--- config.mk ---
export PLATFORM = sky130hd
export DESIGN_NAME = neighbor_table_ageing_core_flat
export DESIGN_NICKNAME = d
export VERILOG_FILES = /design/src/nta_pkg.sv /design/src/nta_ifs.sv /design/src/nta_queue.sv /design/src/nta_front.sv /design/src/nta_back.sv /design/src/neighbor_table_ageing_core.sv /design/src/flat_wrapper.sv
export SDC_FILE = /design/constraint.sdc
export NUM_CORES = 2
export LEC_CHECK = 0
export BUFFER_PORTS_ARGS = -buffer_cell sky130_fd_sc_hd__buf_2
export CELL_PAD_IN_SITES_DETAIL_PLACEMENT = 2
export CELL_PAD_IN_SITES_GLOBAL_PLACEMENT = 2
export CORE_ASPECT_RATIO = 0.5
export CORE_MARGIN = 10
export CORE_UTILIZATION = 49
export CTS_BUF_LIST = sky130_fd_sc_hd__clkbuf_2
export CTS_CLUSTER_DIAMETER = 80
export CTS_CLUSTER_SIZE = 28
export DETAILED_ROUTE_END_ITERATION = 8
export PLACE_DENSITY = 0.79
export SLEW_MARGIN = 10
export SYNTH_ARGS = -nofsm -noshare
export SYNTH_HDL_FRONTEND = slang
export SYNTH_SLANG_ARGS = --single-unit
--- constraint.sdc ---
create_clock -name clk -period 18.1 [get_ports clk]
set_clock_uncertainty 0.15 [all_clocks]
set_input_delay 0.905 -clock clk [delete_from_list [all_inputs] [get_ports clk]]
set_output_delay 0.905 -clock clk [all_outputs]
set_load 0.01 [all_outputs]
--- src/nta_pkg.sv ---
// Package for the neighbor table ageing block: sizes, command and event codes,
// and the queued word type. No dependencies.
`default_nettype none
package nta_pkg;

	localparam int ENTRIES = 8;
	localparam int IW = (ENTRIES > 1) ? $clog2(ENTRIES) : 1;
	localparam int QDEPTH = 2;

	typedef logic [IW-1:0] idx_t;

	typedef enum logic [1:0] {
		CMD_ADV   = 2'd0,
		CMD_TICK  = 2'd1,
		CMD_PURGE = 2'd2,
		CMD_NONE  = 2'd3
	} cmd_t;

	typedef enum logic [3:0] {
		EV_REFRESH    = 4'd0,
		EV_INSERT     = 4'd1,
		EV_UPDATE     = 4'd2,
		EV_DELETE     = 4'd3,
		EV_MISS       = 4'd4,
		EV_DROP       = 4'd5,
		EV_AGED       = 4'd6,
		EV_PURGE      = 4'd7,
		EV_TICK_DONE  = 4'd8,
		EV_PURGE_DONE = 4'd9
	} ev_t;

	typedef struct packed {
		cmd_t        cmd;
		logic [63:0] key;
		logic [63:0] dig;
		logic [4:0]  port;
		logic [15:0] ttl;
		logic [31:0] now;
	} item_t;

endpackage
`default_nettype wire

--- src/nta_ifs.sv ---
// Valid/ready channel interfaces for the neighbor table ageing block.
// Standalone; no package needed.
`default_nettype none
interface nta_in_if;
	logic        valid;
	logic        ready;
	logic [1:0]  cmd;
	logic [63:0] msap_key;
	logic [63:0] info_digest;
	logic [4:0]  rx_port;
	logic [15:0] ttl;
	logic [31:0] now_time;
	modport source (output valid, cmd, msap_key, info_digest, rx_port, ttl, now_time,
		input ready);
	modport sink (input valid, cmd, msap_key, info_digest, rx_port, ttl, now_time,
		output ready);
endinterface

interface nta_out_if;
	logic        valid;
	logic        ready;
	logic [3:0]  event_res;
	logic        changed;
	logic [3:0]  slot;
	logic [4:0]  entry_port;
	logic [31:0] remote_index;
	logic        too_many;
	logic [31:0] insert_count;
	logic [31:0] delete_count;
	logic [31:0] drop_count;
	logic [31:0] ageout_count;
	logic [31:0] change_time;
	logic        last;
	modport source (output valid, event_res, changed, slot, entry_port, remote_index,
		too_many, insert_count, delete_count, drop_count, ageout_count, change_time, last,
		input ready);
	modport sink (input valid, event_res, changed, slot, entry_port, remote_index,
		too_many, insert_count, delete_count, drop_count, ageout_count, change_time, last,
		output ready);
endinterface
`default_nettype wire

--- src/nta_queue.sv ---
// Short command queue between front and back of the neighbor table.
// Depends on nta_pkg.
`default_nettype none
module nta_queue (
	input  wire logic          clk,
	input  wire logic          arst_n,
	input  wire logic          push,
	input  nta_pkg::item_t     wr_item,
	output logic               full,
	input  wire logic          pop,
	output nta_pkg::item_t     rd_item,
	output logic               nonempty
);
	import nta_pkg::*;

	item_t             slots_q [QDEPTH];
	logic              wp_q, rp_q;
	logic [1:0]        cnt_q;

	assign full     = (cnt_q == 2'(QDEPTH));
	assign nonempty = (cnt_q != 2'd0);
	assign rd_item  = slots_q[rp_q];

	always_ff @(posedge clk) begin
		if (push) slots_q[wp_q] <= wr_item;
	end

	always_ff @(posedge clk or negedge arst_n) begin
		if (!arst_n) begin
			wp_q  <= 1'b0;
			rp_q  <= 1'b0;
			cnt_q <= 2'd0;
		end else begin
			if (push) wp_q <= ~wp_q;
			if (pop)  rp_q <= ~rp_q;
			cnt_q <= cnt_q + 2'(push) - 2'(pop);
		end
	end
endmodule
`default_nettype wire

--- src/nta_front.sv ---
// Front of the neighbor table: takes input words, drops the unused command,
// queues the rest. Depends on nta_pkg and nta_in_if.
`default_nettype none
module nta_front (
	nta_in_if.sink         req,
	output logic           push,
	output nta_pkg::item_t item,
	input  wire logic      full
);
	import nta_pkg::*;

	cmd_t cmd;

	assign cmd       = cmd_t'(req.cmd);
	assign req.ready = !full;
	// unused command code is accepted and discarded
	assign push      = req.valid && !full && (cmd != CMD_NONE);

	always_comb begin
		item.cmd  = cmd;
		item.key  = req.msap_key;
		item.dig  = req.info_digest;
		item.port = req.rx_port;
		item.ttl  = req.ttl;
		item.now  = req.now_time;
	end
endmodule
`default_nettype wire

--- src/nta_back.sv ---
// Back of the neighbor table: walks it one slot per cycle unless rsp stalls,
// applies a command, drives the result register. Uses nta_pkg, nta_out_if.
`default_nettype none
module nta_back (
	input  wire logic      clk,
	input  wire logic      arst_n,
	input  nta_pkg::item_t rd_item,
	input  wire logic      nonempty,
	output logic           pop,
	nta_out_if.source      rsp
);
	import nta_pkg::*;

	typedef enum logic [3:0] {
		S_IDLE = 4'b0001,
		S_SCAN = 4'b0010,
		S_ADV  = 4'b0100,
		S_WALK = 4'b1000
	} state_t;

	state_t              state_q;
	logic                done_q;     // walk finished, closing word pending
	idx_t                idx_q;
	item_t               cur_q;
	logic                hit_q, free_found_q;
	idx_t                free_idx_q;

	logic [ENTRIES-1:0]  valid_q;
	logic [63:0]         key_q   [ENTRIES];
	logic [63:0]         dig_q   [ENTRIES];
	logic [4:0]          port_q  [ENTRIES];
	logic [15:0]         ttl_q   [ENTRIES];
	logic [31:0]         ridx_q  [ENTRIES];
	logic [31:0]         mark_q  [ENTRIES];

	logic                flag_q;
	logic [15:0]         timer_q;
	logic [31:0]         icnt_q, ins_q, del_q, drp_q, age_q, chg_q;

	logic                ov_q;

	// current slot read, one address
	logic                e_valid;
	logic [63:0]         e_key, e_dig;
	logic [4:0]          e_port;
	logic [15:0]         e_ttl;
	logic [31:0]         e_ridx;
	logic                out_free, is_last;

	// row and update decisions
	logic                emit, r_last, r_chg, r_flag;
	ev_t                 r_ev;
	logic [3:0]          r_slot;
	logic [4:0]          r_port;
	logic [31:0]         r_ridx;
	logic                inc_ins, inc_del, inc_drp, inc_age, set_chg;
	logic                adv_go, walk_go, expire;
	logic [31:0]         new_ridx;

	assign e_valid  = valid_q[idx_q];
	assign e_key    = key_q[idx_q];
	assign e_dig    = dig_q[idx_q];
	assign e_port   = port_q[idx_q];
	assign e_ttl    = ttl_q[idx_q];
	assign e_ridx   = ridx_q[idx_q];
	assign out_free = !ov_q || rsp.ready;
	assign is_last  = (idx_q == idx_t'(ENTRIES - 1));
	assign pop      = (state_q == S_IDLE) && nonempty;
	assign new_ridx = icnt_q + 32'd1;

	assign adv_go  = (state_q == S_ADV) && out_free;
	assign expire  = (cur_q.cmd == CMD_TICK) ? (e_valid && e_ttl == 16'd1)
		: (e_valid && e_port == cur_q.port);
	assign walk_go = (state_q == S_WALK) && (done_q ? out_free : (!expire || out_free));

	always_comb begin
		emit    = 1'b0;
		r_last  = 1'b0;
		r_chg   = 1'b0;
		r_ev    = EV_MISS;
		r_slot  = 4'd0;
		r_port  = 5'd0;
		r_ridx  = 32'd0;
		r_flag  = flag_q;
		inc_ins = 1'b0;
		inc_del = 1'b0;
		inc_drp = 1'b0;
		inc_age = 1'b0;
		set_chg = 1'b0;
		if (adv_go) begin
			emit   = 1'b1;
			r_last = 1'b1;
			priority if (cur_q.ttl == 16'd0) begin
				if (hit_q) begin
					r_ev    = EV_DELETE;
					r_slot  = 4'(idx_q);
					r_port  = e_port;
					r_ridx  = e_ridx;
					inc_del = 1'b1;
					set_chg = 1'b1;
				end
			end else if (hit_q) begin
				r_slot = 4'(idx_q);
				r_port = cur_q.port;
				r_ridx = e_ridx;
				if (e_port == cur_q.port && e_dig == cur_q.dig) begin
					r_ev = EV_REFRESH;
				end else begin
					r_ev    = EV_UPDATE;
					r_chg   = 1'b1;
					inc_ins = 1'b1;
					set_chg = 1'b1;
				end
			end else if (free_found_q) begin
				r_ev    = EV_INSERT;
				r_chg   = 1'b1;
				r_slot  = 4'(free_idx_q);
				r_port  = cur_q.port;
				r_ridx  = new_ridx;
				inc_ins = 1'b1;
				set_chg = 1'b1;
			end else begin
				r_ev    = EV_DROP;
				r_port  = cur_q.port;
				r_flag  = 1'b1;
				inc_drp = 1'b1;
			end
		end else if (walk_go) begin
			if (done_q) begin
				emit   = 1'b1;
				r_last = 1'b1;
				r_ev   = (cur_q.cmd == CMD_TICK) ? EV_TICK_DONE : EV_PURGE_DONE;
			end else if (expire) begin
				emit    = 1'b1;
				r_ev    = (cur_q.cmd == CMD_TICK) ? EV_AGED : EV_PURGE;
				r_slot  = 4'(idx_q);
				r_port  = e_port;
				r_ridx  = e_ridx;
				inc_del = 1'b1;
				inc_age = (cur_q.cmd == CMD_TICK);
				set_chg = 1'b1;
			end
		end
	end

	// table payload
	always_ff @(posedge clk) begin
		if (adv_go && cur_q.ttl != 16'd0) begin
			if (hit_q) begin
				ttl_q[idx_q] <= cur_q.ttl;
				if (r_ev == EV_UPDATE) begin
					dig_q[idx_q]  <= cur_q.dig;
					port_q[idx_q] <= cur_q.port;
					mark_q[idx_q] <= cur_q.now;
				end
			end else if (free_found_q) begin
				key_q[free_idx_q]  <= cur_q.key;
				dig_q[free_idx_q]  <= cur_q.dig;
				port_q[free_idx_q] <= cur_q.port;
				ttl_q[free_idx_q]  <= cur_q.ttl;
				mark_q[free_idx_q] <= cur_q.now;
				ridx_q[free_idx_q] <= new_ridx;
			end
		end
		if (walk_go && !done_q && cur_q.cmd == CMD_TICK && e_valid && e_ttl != 16'd0)
			ttl_q[idx_q] <= e_ttl - 16'd1;
		if (pop) cur_q <= rd_item;
		if (emit) begin
			rsp.event_res    <= r_ev;
			rsp.changed      <= r_chg;
			rsp.slot         <= r_slot;
			rsp.entry_port   <= r_port;
			rsp.remote_index <= r_ridx;
			rsp.too_many     <= r_flag;
			rsp.insert_count <= ins_q + 32'(inc_ins);
			rsp.delete_count <= del_q + 32'(inc_del);
			rsp.drop_count   <= drp_q + 32'(inc_drp);
			rsp.ageout_count <= age_q + 32'(inc_age);
			rsp.change_time  <= set_chg ? cur_q.now : chg_q;
			rsp.last         <= r_last;
		end
	end

	assign rsp.valid = ov_q;

	always_ff @(posedge clk or negedge arst_n) begin
		if (!arst_n) begin
			state_q      <= S_IDLE;
			done_q       <= 1'b0;
			idx_q        <= '0;
			hit_q        <= 1'b0;
			free_found_q <= 1'b0;
			free_idx_q   <= '0;
			valid_q      <= '0;
			flag_q       <= 1'b0;
			timer_q      <= 16'd0;
			icnt_q       <= 32'd0;
			ins_q        <= 32'd0;
			del_q        <= 32'd0;
			drp_q        <= 32'd0;
			age_q        <= 32'd0;
			chg_q        <= 32'd0;
			ov_q         <= 1'b0;
		end else begin
			if (emit)              ov_q <= 1'b1;
			else if (rsp.ready)    ov_q <= 1'b0;
			ins_q <= ins_q + 32'(inc_ins);
			del_q <= del_q + 32'(inc_del);
			drp_q <= drp_q + 32'(inc_drp);
			age_q <= age_q + 32'(inc_age);
			if (set_chg) chg_q <= cur_q.now;
			unique case (state_q)
				S_IDLE: begin
					if (nonempty) begin
						idx_q        <= '0;
						hit_q        <= 1'b0;
						free_found_q <= 1'b0;
						done_q       <= 1'b0;
						if (rd_item.cmd == CMD_ADV) begin
							state_q <= S_SCAN;
						end else begin
							state_q <= S_WALK;
							// flag after the tick is known up front
							if (rd_item.cmd == CMD_TICK && flag_q && timer_q != 16'd0) begin
								timer_q <= timer_q - 16'd1;
								if (timer_q == 16'd1) flag_q <= 1'b0;
							end
						end
					end
				end
				S_SCAN: begin
					if (e_valid && e_key == cur_q.key) begin
						hit_q   <= 1'b1;
						state_q <= S_ADV;
					end else begin
						if (!e_valid && !free_found_q) begin
							free_found_q <= 1'b1;
							free_idx_q   <= idx_q;
						end
						if (is_last) state_q <= S_ADV;
						else         idx_q   <= idx_q + idx_t'(1);
					end
				end
				S_ADV: begin
					if (adv_go) begin
						state_q <= S_IDLE;
						priority if (cur_q.ttl == 16'd0) begin
							if (hit_q) valid_q[idx_q] <= 1'b0;
						end else if (hit_q) begin
						end else if (free_found_q) begin
							valid_q[free_idx_q] <= 1'b1;
							icnt_q              <= new_ridx;
						end else begin
							flag_q <= 1'b1;
							if (cur_q.ttl > timer_q) timer_q <= cur_q.ttl;
						end
					end
				end
				S_WALK: begin
					if (walk_go) begin
						if (done_q) begin
							state_q <= S_IDLE;
						end else begin
							if (expire) valid_q[idx_q] <= 1'b0;
							if (is_last) done_q <= 1'b1;
							else         idx_q  <= idx_q + idx_t'(1);
						end
					end
				end
				default: state_q <= S_IDLE;
			endcase
		end
	end

`ifndef SYNTH
	a_full_drop: assert property (@(posedge clk) disable iff (!arst_n)
		(state_q == S_ADV && !hit_q && !free_found_q) |-> (&valid_q))
		else $error("drop path with a free slot");
	a_insert_grows: assert property (@(posedge clk) disable iff (!arst_n)
		(emit && r_ev == EV_INSERT) |=> ($countones(valid_q) == $past($countones(valid_q)) + 1))
		else $error("insert did not claim a slot");
	a_flag_timer: assert property (@(posedge clk) disable iff (!arst_n)
		(state_q == S_IDLE && flag_q) |-> (timer_q != 16'd0))
		else $error("overflow flag set with expired timer");
	a_idx_range: assert property (@(posedge clk) disable iff (!arst_n)
		(idx_q <= idx_t'(ENTRIES - 1)))
		else $error("slot index out of range");
`endif
endmodule
`default_nettype wire

--- src/neighbor_table_ageing_core.sv ---
// Top level of the neighbor table ageing block: front, queue and back.
// Depends on nta_pkg, nta_ifs, nta_front, nta_queue, nta_back.
//
// Usage:
//  req carries one command word: advertisement, one-second tick or port
//  purge. Command code 3 is accepted and produces nothing.
//  rsp carries result words; an advertisement gives one, a tick or purge
//  gives one per removed entry and a closing word; last marks the final one.
//  The front accepts words into a two-deep queue whenever it has room, so
//  req stays ready while the back is busy, until the queue is full.
//  Timing: the back walks the table one slot per cycle unless rsp holds up
//  a result. An advertisement is popped in idle, scans the slots up to the
//  match (at most ENTRIES) and ends in a result step; a tick or purge walks
//  all ENTRIES slots and ends in a closing step. The walk sets the rate.
//  The result sits in an output register; while rsp is stalled the back
//  holds before the next result-producing step and the queue keeps filling.
//  Reset clears every valid bit, counters, flag and timer at once; table
//  contents of free slots are never read.
`default_nettype none
module neighbor_table_ageing_core (
	input  wire logic clk,
	input  wire logic arst_n,
	nta_in_if.sink    req,
	nta_out_if.source rsp
);
	import nta_pkg::*;

	item_t wr_item, rd_item;
	logic  push, full, pop, nonempty;

	// classify and enqueue
	nta_front u_front (
		.req     (req),
		.push    (push),
		.item    (wr_item),
		.full    (full)
	);

	// decouples input acceptance from the table walk
	nta_queue u_queue (
		.clk      (clk),
		.arst_n   (arst_n),
		.push     (push),
		.wr_item  (wr_item),
		.full     (full),
		.pop      (pop),
		.rd_item  (rd_item),
		.nonempty (nonempty)
	);

	// table, counters and result register
	nta_back u_back (
		.clk      (clk),
		.arst_n   (arst_n),
		.rd_item  (rd_item),
		.nonempty (nonempty),
		.pop      (pop),
		.rsp      (rsp)
	);
endmodule
`default_nettype wire

--- src/flat_wrapper.sv ---
// flat-port wrapper written by rule: the top's interface ports become plain ports
module neighbor_table_ageing_core_flat import nta_pkg::*;
  (clk, arst_n, req_valid, req_cmd, req_msap_key, req_info_digest, req_rx_port, req_ttl, req_now_time, req_ready, rsp_valid, rsp_event_res, rsp_changed, rsp_slot, rsp_entry_port, rsp_remote_index, rsp_too_many, rsp_insert_count, rsp_delete_count, rsp_drop_count, rsp_ageout_count, rsp_change_time, rsp_last, rsp_ready);
  nta_in_if req_i ();
  nta_out_if rsp_i ();
  input  wire logic clk;
  input  wire logic arst_n;
  input wire logic [$bits(req_i.valid)-1:0] req_valid;
  input wire logic [$bits(req_i.cmd)-1:0] req_cmd;
  input wire logic [$bits(req_i.msap_key)-1:0] req_msap_key;
  input wire logic [$bits(req_i.info_digest)-1:0] req_info_digest;
  input wire logic [$bits(req_i.rx_port)-1:0] req_rx_port;
  input wire logic [$bits(req_i.ttl)-1:0] req_ttl;
  input wire logic [$bits(req_i.now_time)-1:0] req_now_time;
  output wire logic [$bits(req_i.ready)-1:0] req_ready;
  output wire logic [$bits(rsp_i.valid)-1:0] rsp_valid;
  output wire logic [$bits(rsp_i.event_res)-1:0] rsp_event_res;
  output wire logic [$bits(rsp_i.changed)-1:0] rsp_changed;
  output wire logic [$bits(rsp_i.slot)-1:0] rsp_slot;
  output wire logic [$bits(rsp_i.entry_port)-1:0] rsp_entry_port;
  output wire logic [$bits(rsp_i.remote_index)-1:0] rsp_remote_index;
  output wire logic [$bits(rsp_i.too_many)-1:0] rsp_too_many;
  output wire logic [$bits(rsp_i.insert_count)-1:0] rsp_insert_count;
  output wire logic [$bits(rsp_i.delete_count)-1:0] rsp_delete_count;
  output wire logic [$bits(rsp_i.drop_count)-1:0] rsp_drop_count;
  output wire logic [$bits(rsp_i.ageout_count)-1:0] rsp_ageout_count;
  output wire logic [$bits(rsp_i.change_time)-1:0] rsp_change_time;
  output wire logic [$bits(rsp_i.last)-1:0] rsp_last;
  input wire logic [$bits(rsp_i.ready)-1:0] rsp_ready;
  assign req_i.valid = req_valid;
  assign req_i.cmd = req_cmd;
  assign req_i.msap_key = req_msap_key;
  assign req_i.info_digest = req_info_digest;
  assign req_i.rx_port = req_rx_port;
  assign req_i.ttl = req_ttl;
  assign req_i.now_time = req_now_time;
  assign req_ready = req_i.ready;
  assign rsp_valid = rsp_i.valid;
  assign rsp_event_res = rsp_i.event_res;
  assign rsp_changed = rsp_i.changed;
  assign rsp_slot = rsp_i.slot;
  assign rsp_entry_port = rsp_i.entry_port;
  assign rsp_remote_index = rsp_i.remote_index;
  assign rsp_too_many = rsp_i.too_many;
  assign rsp_insert_count = rsp_i.insert_count;
  assign rsp_delete_count = rsp_i.delete_count;
  assign rsp_drop_count = rsp_i.drop_count;
  assign rsp_ageout_count = rsp_i.ageout_count;
  assign rsp_change_time = rsp_i.change_time;
  assign rsp_last = rsp_i.last;
  assign rsp_i.ready = rsp_ready;
  neighbor_table_ageing_core u_core (.clk(clk), .arst_n(arst_n), .req(req_i), .rsp(rsp_i));
endmodule
==> run_results.csv, run 1 <==
group,metric,value,unit
logic_synthesis,dominantRegCellSynth,"edfxtp_1",
logic_synthesis,ys_seq_elements,2439,
placed_design,buffer_ports.inserted,395,
logic_synthesis,synth_top_cells_by_area,"edfxtp_1 71%, dfrtp_1 6.2%, mux2_2 3.8%",
logic_synthesis,sequential_to_total_area_share_from_yosys_stat,76.9,%
logic_synthesis,synthesis.instances,5218,
logic_synthesis,async_flop_share,9.64,%
floorplanning,ioPinCount,397,
logic_synthesis,netlist_top_cells_count,"2204 x edfxtp_1, 319 x mux2_2, 234 x dfrtp_1, 224 x nand2_1, 216 x mux2i_1",
floorplanning,placementRows,113,
logic_synthesis,post-synth-top-count-cell,"edfxtp_1",
logic_synthesis,synth.avg_cell_area,18.0,sq um
floorplanning,height_of_the_chip,329,microns
logic_synthesis,synthesis.yosys.warnings,0,
status,error_line,"[ERROR DPL-0033] detailed placement checks failed during check placement.",
logic_synthesis,syn_area,93800,sq um
logic_synthesis,synth_largest_area_cell,"edfxtp_1",
logic_synthesis,synth_cell_types,84,
placed_design,hpwlAfterDp,210,mm
placed_design,gp_congestion,0.822,
status,outcome,"did not finish",
logic_synthesis,mappedNetlistNets,5441,
floorplanning,floorplan.die.width,639,microns
status,lastStage,"detailed placement (3_5_place_dp)",
logic_synthesis,synth-edff-count,2204,
floorplanning,start_util,49.3,%
logic_synthesis,synth.top_cell.area_share,70.6,%
## metrics by stage
step | cells | setup WS [ns] | instance area [sq um]
2_1_floorplan | 5218 | 3.73 | 93800
3_3_place_gp | 8003 | 10.68 | 98900
## logic make-up after synthesis
group	after synthesis	synth area share (%)
buffers and inverters	294	1.54
XOR/XNOR	301	2.81
flip-flops	2439	76.9
AND/OR/NAND/NOR	756	4.08
adder cells (fa/ha/maj)	36	0.480
AO/OA/AOI/OAI	754	5.92
other	1	0.00400
multiplexers	637	8.31
==> inputs of run 2 (changes only) <==
--- a/config.mk
+++ b/config.mk
@@ -6,16 +6,10 @@
 export NUM_CORES = 2
 export LEC_CHECK = 0
 export BUFFER_PORTS_ARGS = -buffer_cell sky130_fd_sc_hd__buf_2
-export CELL_PAD_IN_SITES_DETAIL_PLACEMENT = 2
-export CELL_PAD_IN_SITES_GLOBAL_PLACEMENT = 2
-export CORE_ASPECT_RATIO = 0.5
 export CORE_MARGIN = 10
-export CORE_UTILIZATION = 49
-export CTS_BUF_LIST = sky130_fd_sc_hd__clkbuf_2
-export CTS_CLUSTER_DIAMETER = 80
-export CTS_CLUSTER_SIZE = 28
+export CORE_UTILIZATION = 35
 export DETAILED_ROUTE_END_ITERATION = 8
-export PLACE_DENSITY = 0.79
+export PLACE_DENSITY_LB_ADDON = 0.15
 export SLEW_MARGIN = 10
 export SYNTH_ARGS = -nofsm -noshare
 export SYNTH_HDL_FRONTEND = slang
==> run 2 against run 1 <==
Net effect: the run now ends clean; synthesized cell count unchanged; synthesized area did not move.
==> run_results.csv, run 2 <==
group,metric,value,unit
critical_path,crit_arrival,8.62,ns
logic_synthesis,syn_area,93800,sq um
power,max-vdd-ir-drop,0.115,mV
clock_tree,clock_latency_of_the_later_clocked_register_in_the_worst_skew_pair,0.88,ns
power,intPower,0.0111,W
sta,final_period_minus_worst_setup_slack,8.18,ns
power,p_clk_share,35.0,%
logic_synthesis,synth_adder_area_share,0.480,%
logic_synthesis,synth_area_in_xor_xnor,2.81,%
drt,wl_per_cell,26.2,microns
drt,drt_wl_total,250,mm
finish,layout-area-overhead-vs-synth,16.5,%
logic_synthesis,ys_seq_elements,2439,
logic_synthesis,synthesis.yosys.warnings,0,
drt,drt-pass1-iter-count,6,
logic_synthesis,combinational_family_with_the_most_area_after_synthesis,"multiplexers",
global_route,antenna_found_initial,29,
logic_synthesis,synth_top_cells_by_area,"edfxtp_1 71%, dfrtp_1 6.2%, mux2_2 3.8%",
finish,layout_common_cells,"2204 x edfxtp_1, 394 x buf_2, 319 x mux2_2",
power,netSwitchingFraction,28.5,%
logic_synthesis,synth_compound_gate_area_share,5.92,%
logic_synthesis,mappedNetlistNets,5441,
critical_path,ff2ff_path_depth,21,
floorplanning,placementRows,189,
logic_synthesis,synth-edff-count,2204,
sta,slew_headroom,15.6,%
global_route,grt_first_pass_wirelength,360,mm
clock_tree,cts-resized-gates,0,
critical_path,end_kind,"flop",
critical_path,crit_path_start_kind,"flop",
finish,finish.net_count,6014,
clock_tree,ctsLongestPathBuffers,4,
sta,layout_worst_path_cycle_share,45.2,%
global_route,track_usage,16.7,%
power,power.density,142,nW/um^2
logic_synthesis,post-synth-top-count-cell,"edfxtp_1",
drt,post_drt_via_cell_ratio,5.18,
critical_path,r2r_slack,9.92,ns
logic_synthesis,synth_cell_types,84,
logic_synthesis,synth.mux.area_fraction,8.31,%
drt,detailroute.via_count,49455,
sta,finalHoldViolations,0,
sta,setup_viol,0,
floorplanning,ioPinCount,397,
drt,post-route-drc-count,0,
logic_synthesis,dominantRegCellSynth,"edfxtp_1",
finish,drive_gt1_share,22.9,%
clock_tree,cts-buffers-inserted,276,
placed_design,pre_cts_ws,10.04,ns
floorplanning,core_region_area,266000,sq um
placed_design,buffer_ports.inserted,395,
logic_synthesis,synthesis.instances,5218,
clock_tree,post_cts.repair.setup_buffers,0,
power,seqPwrFrac,48.6,%
min_path,hold_path.class,"in2reg",
min_path,worst_hold_path.num_cells,1,
sta,final_max_slew_viol_count,0,
logic_synthesis,synth.avg_cell_area,18.0,sq um
global_route,pin_count_of_the_biggest_net_entering_global_routing,104,
logic_synthesis,synth_largest_area_cell,"edfxtp_1",
critical_path,required,18.54,ns
min_path,worst_hold_path.endpoint,"u_core.u_queue.slots_q[0][30]",
logic_synthesis,async_flop_share,9.64,%
logic_synthesis,synth.top_cell.area_share,70.6,%
global_route,globalRoute.totalOverflow,0,
floorplanning,height_of_the_chip,538,microns
finish,largest_registers,"u_core.u_back.dig_q x512, u_core.u_back.key_q x512, u_core.u_queue.slots_q x366",
clock_tree,clock_tree.htree_level_count,5,
floorplanning,floorplan.die.width,538,microns
drt,initialDrtViolationCount,4005,
drt,final_antenna_net_count,0,
logic_synthesis,netlist_top_cells_count,"2204 x edfxtp_1, 319 x mux2_2, 234 x dfrtp_1, 224 x nand2_1, 216 x mux2i_1",
sta,setup_tns,0,ns
critical_path,setup.worst_path.class,"reg2reg",
clock_tree,ctsHoldBuffers,24,
sta,maxClockFrequency,122,MHz
clock_tree,clkTransAtPathRegs,0.06,ns
clock_tree,cts_tree,"done",
min_path,worst_hold_startpoint,"req_now_time[30]",
global_route,first_global_vias,50376,
power,switchingPower,0.00441,W
finish,final.fill_count,23884,
finish,mostFrequentLayoutCell,"edfxtp_1",
critical_path,worstReg2RegStart,"u_core.u_back.idx_q[1]",
clock_tree,root_buffer,"clkbuf_16",
flow_run,cap_violations,0,
status,outcome,"completed",
sta,worst_slew_pin_slew,1.26,ns
floorplanning,start_util,35.3,%
power,combinationalPowerShare,16.4,%
floorplanning,dieArea,289000,sq um
clock_tree,clock_sink_count,2439,
logic_synthesis,sequential_to_total_area_share_from_yosys_stat,76.9,%
sta,rsz_0062_raised_after_global_routing,"false",
power,static-leakage-power,37.5,nW
critical_path,r2r_end,"u_core.u_back.rsp.insert_count[28]",
critical_path,worstPathMaxFanout,46,
logic_synthesis,synth_area_in_simple_gates,4.08,%
placed_design,hpwlAfterDp,148,mm
sta,final_critical_path_setup_slack,9.92,ns
placed_design,gp_congestion,0.783,
==> run 2: cell counts after synthesis <==
Identical to the previous run, type by type.
==> run 2: worst max-delay path by stage <==
stage	end	start	slack (ns)
2_1_floorplan	u_core.u_back.rsp.ageout_count[0]	u_core.u_back.idx_q[1]	3.73
3_3_place_gp	u_core.u_back.rsp.insert_count[28]	u_core.u_back.idx_q[1]	10.13
3_5_place_dp	u_core.u_back.rsp.insert_count[26]	u_core.u_back.idx_q[1]	10.04
4_1_cts	u_core.u_back.rsp.insert_count[30]	u_core.u_back.idx_q[1]	10.02
5_1_grt	u_core.u_back.rsp.insert_count[28]	u_core.u_back.idx_q[1]	9.59
6_report	u_core.u_back.rsp.insert_count[28]	u_core.u_back.idx_q[1]	9.92
==> run 2: cells by family (layout without fill, tap and decap cells) <==
group | Yosys count | count (layout)
DFF | 2439 | 2439
other | 1 | 10
muxes | 637 | 637
AOI/OAI and AO/OA | 754 | 754
and+or+nand+nor | 756 | 756
adders and majority gates | 36 | 36
xor gates and xnor gates | 301 | 301
buffers and inverters | 294 | 1081
==> run 2: power groups by stage <==
stage	clock network, W	registers, W	logic [W]
2_1_floorplan	0	0.00748	0.00168
3_3_place_gp	0	0.00763	0.00256
3_5_place_dp	0	0.00765	0.00257
4_1_cts	0.00558	0.00754	0.00259
5_1_grt	0.00581	0.00760	0.00274
6_report	0.00542	0.00753	0.00254
==> run 2: area by class of cell <==
class                           instances  area (sq um)  area share [%]
Antenna cell                            9          22.5          0.0206
Tap cell                             3533          4420            4.05
Sequential cell                      2439         72100            66.0
Multi-Input combinational cell       2485         20600            18.9
Clock buffer                          373          7630            6.99
Clock inverter                        119          1090           0.997
Inverter                               54           205           0.188
Timing Repair Buffer                  535          3140            2.87
==> run 2: critical path, cell delays in order, from the launching register on <==
cell	delay, ns
dfrtp_4	0.92
buf_4	0.57
buf_4	0.69
nor2b_4	0.30
buf_4	0.55
a22oi_1	0.21
a22oi_1	0.24
xnor2_1	0.09
nor4_1	0.89
nand4_1	0.32
or2_2	0.42
nor2_1	0.55
a21oi_1	0.30
ha_1	0.29
ha_1	0.22
and3_1	0.22
nand2_1	0.13
nor2_1	0.09
and4_1	0.26
nor2b_1	0.20
nand3_1	0.11
xnor2_1	0.08
==> run 2: per-layer routing <==
layer  vias to the layer above  global-route usage, %  routed length, microns
li1                      21968                      -                       -
met1                     25755                   23.8                  114000
met2                      1373                   26.1                  114000
met3                       335                   3.95                   16500
met4                        24                   3.77                    4910
met5                         -                      0                     155
==> run 2: through the flow <==
stage | instance area (sq um) | hold WS (ns) | total power [W] | utilization (%) | instances
global route | 109000 | 0.0186 | 0.0161 | 41.1 | 9542
detailed placement | 100000 | 0.300 | 0.0102 | 37.7 | 9022
global placement | 100000 | 0.298 | 0.0102 | 37.7 | 9022
CTS | 109000 | 0.000185 | 0.0157 | 41.1 | 9538
finish | 109000 | 0.0679 | 0.0155 | 41.1 | 9547
floorplan | 93800 | 0.282 | 0.00917 | - | 5218
Power figures use the tool's default switching activity.
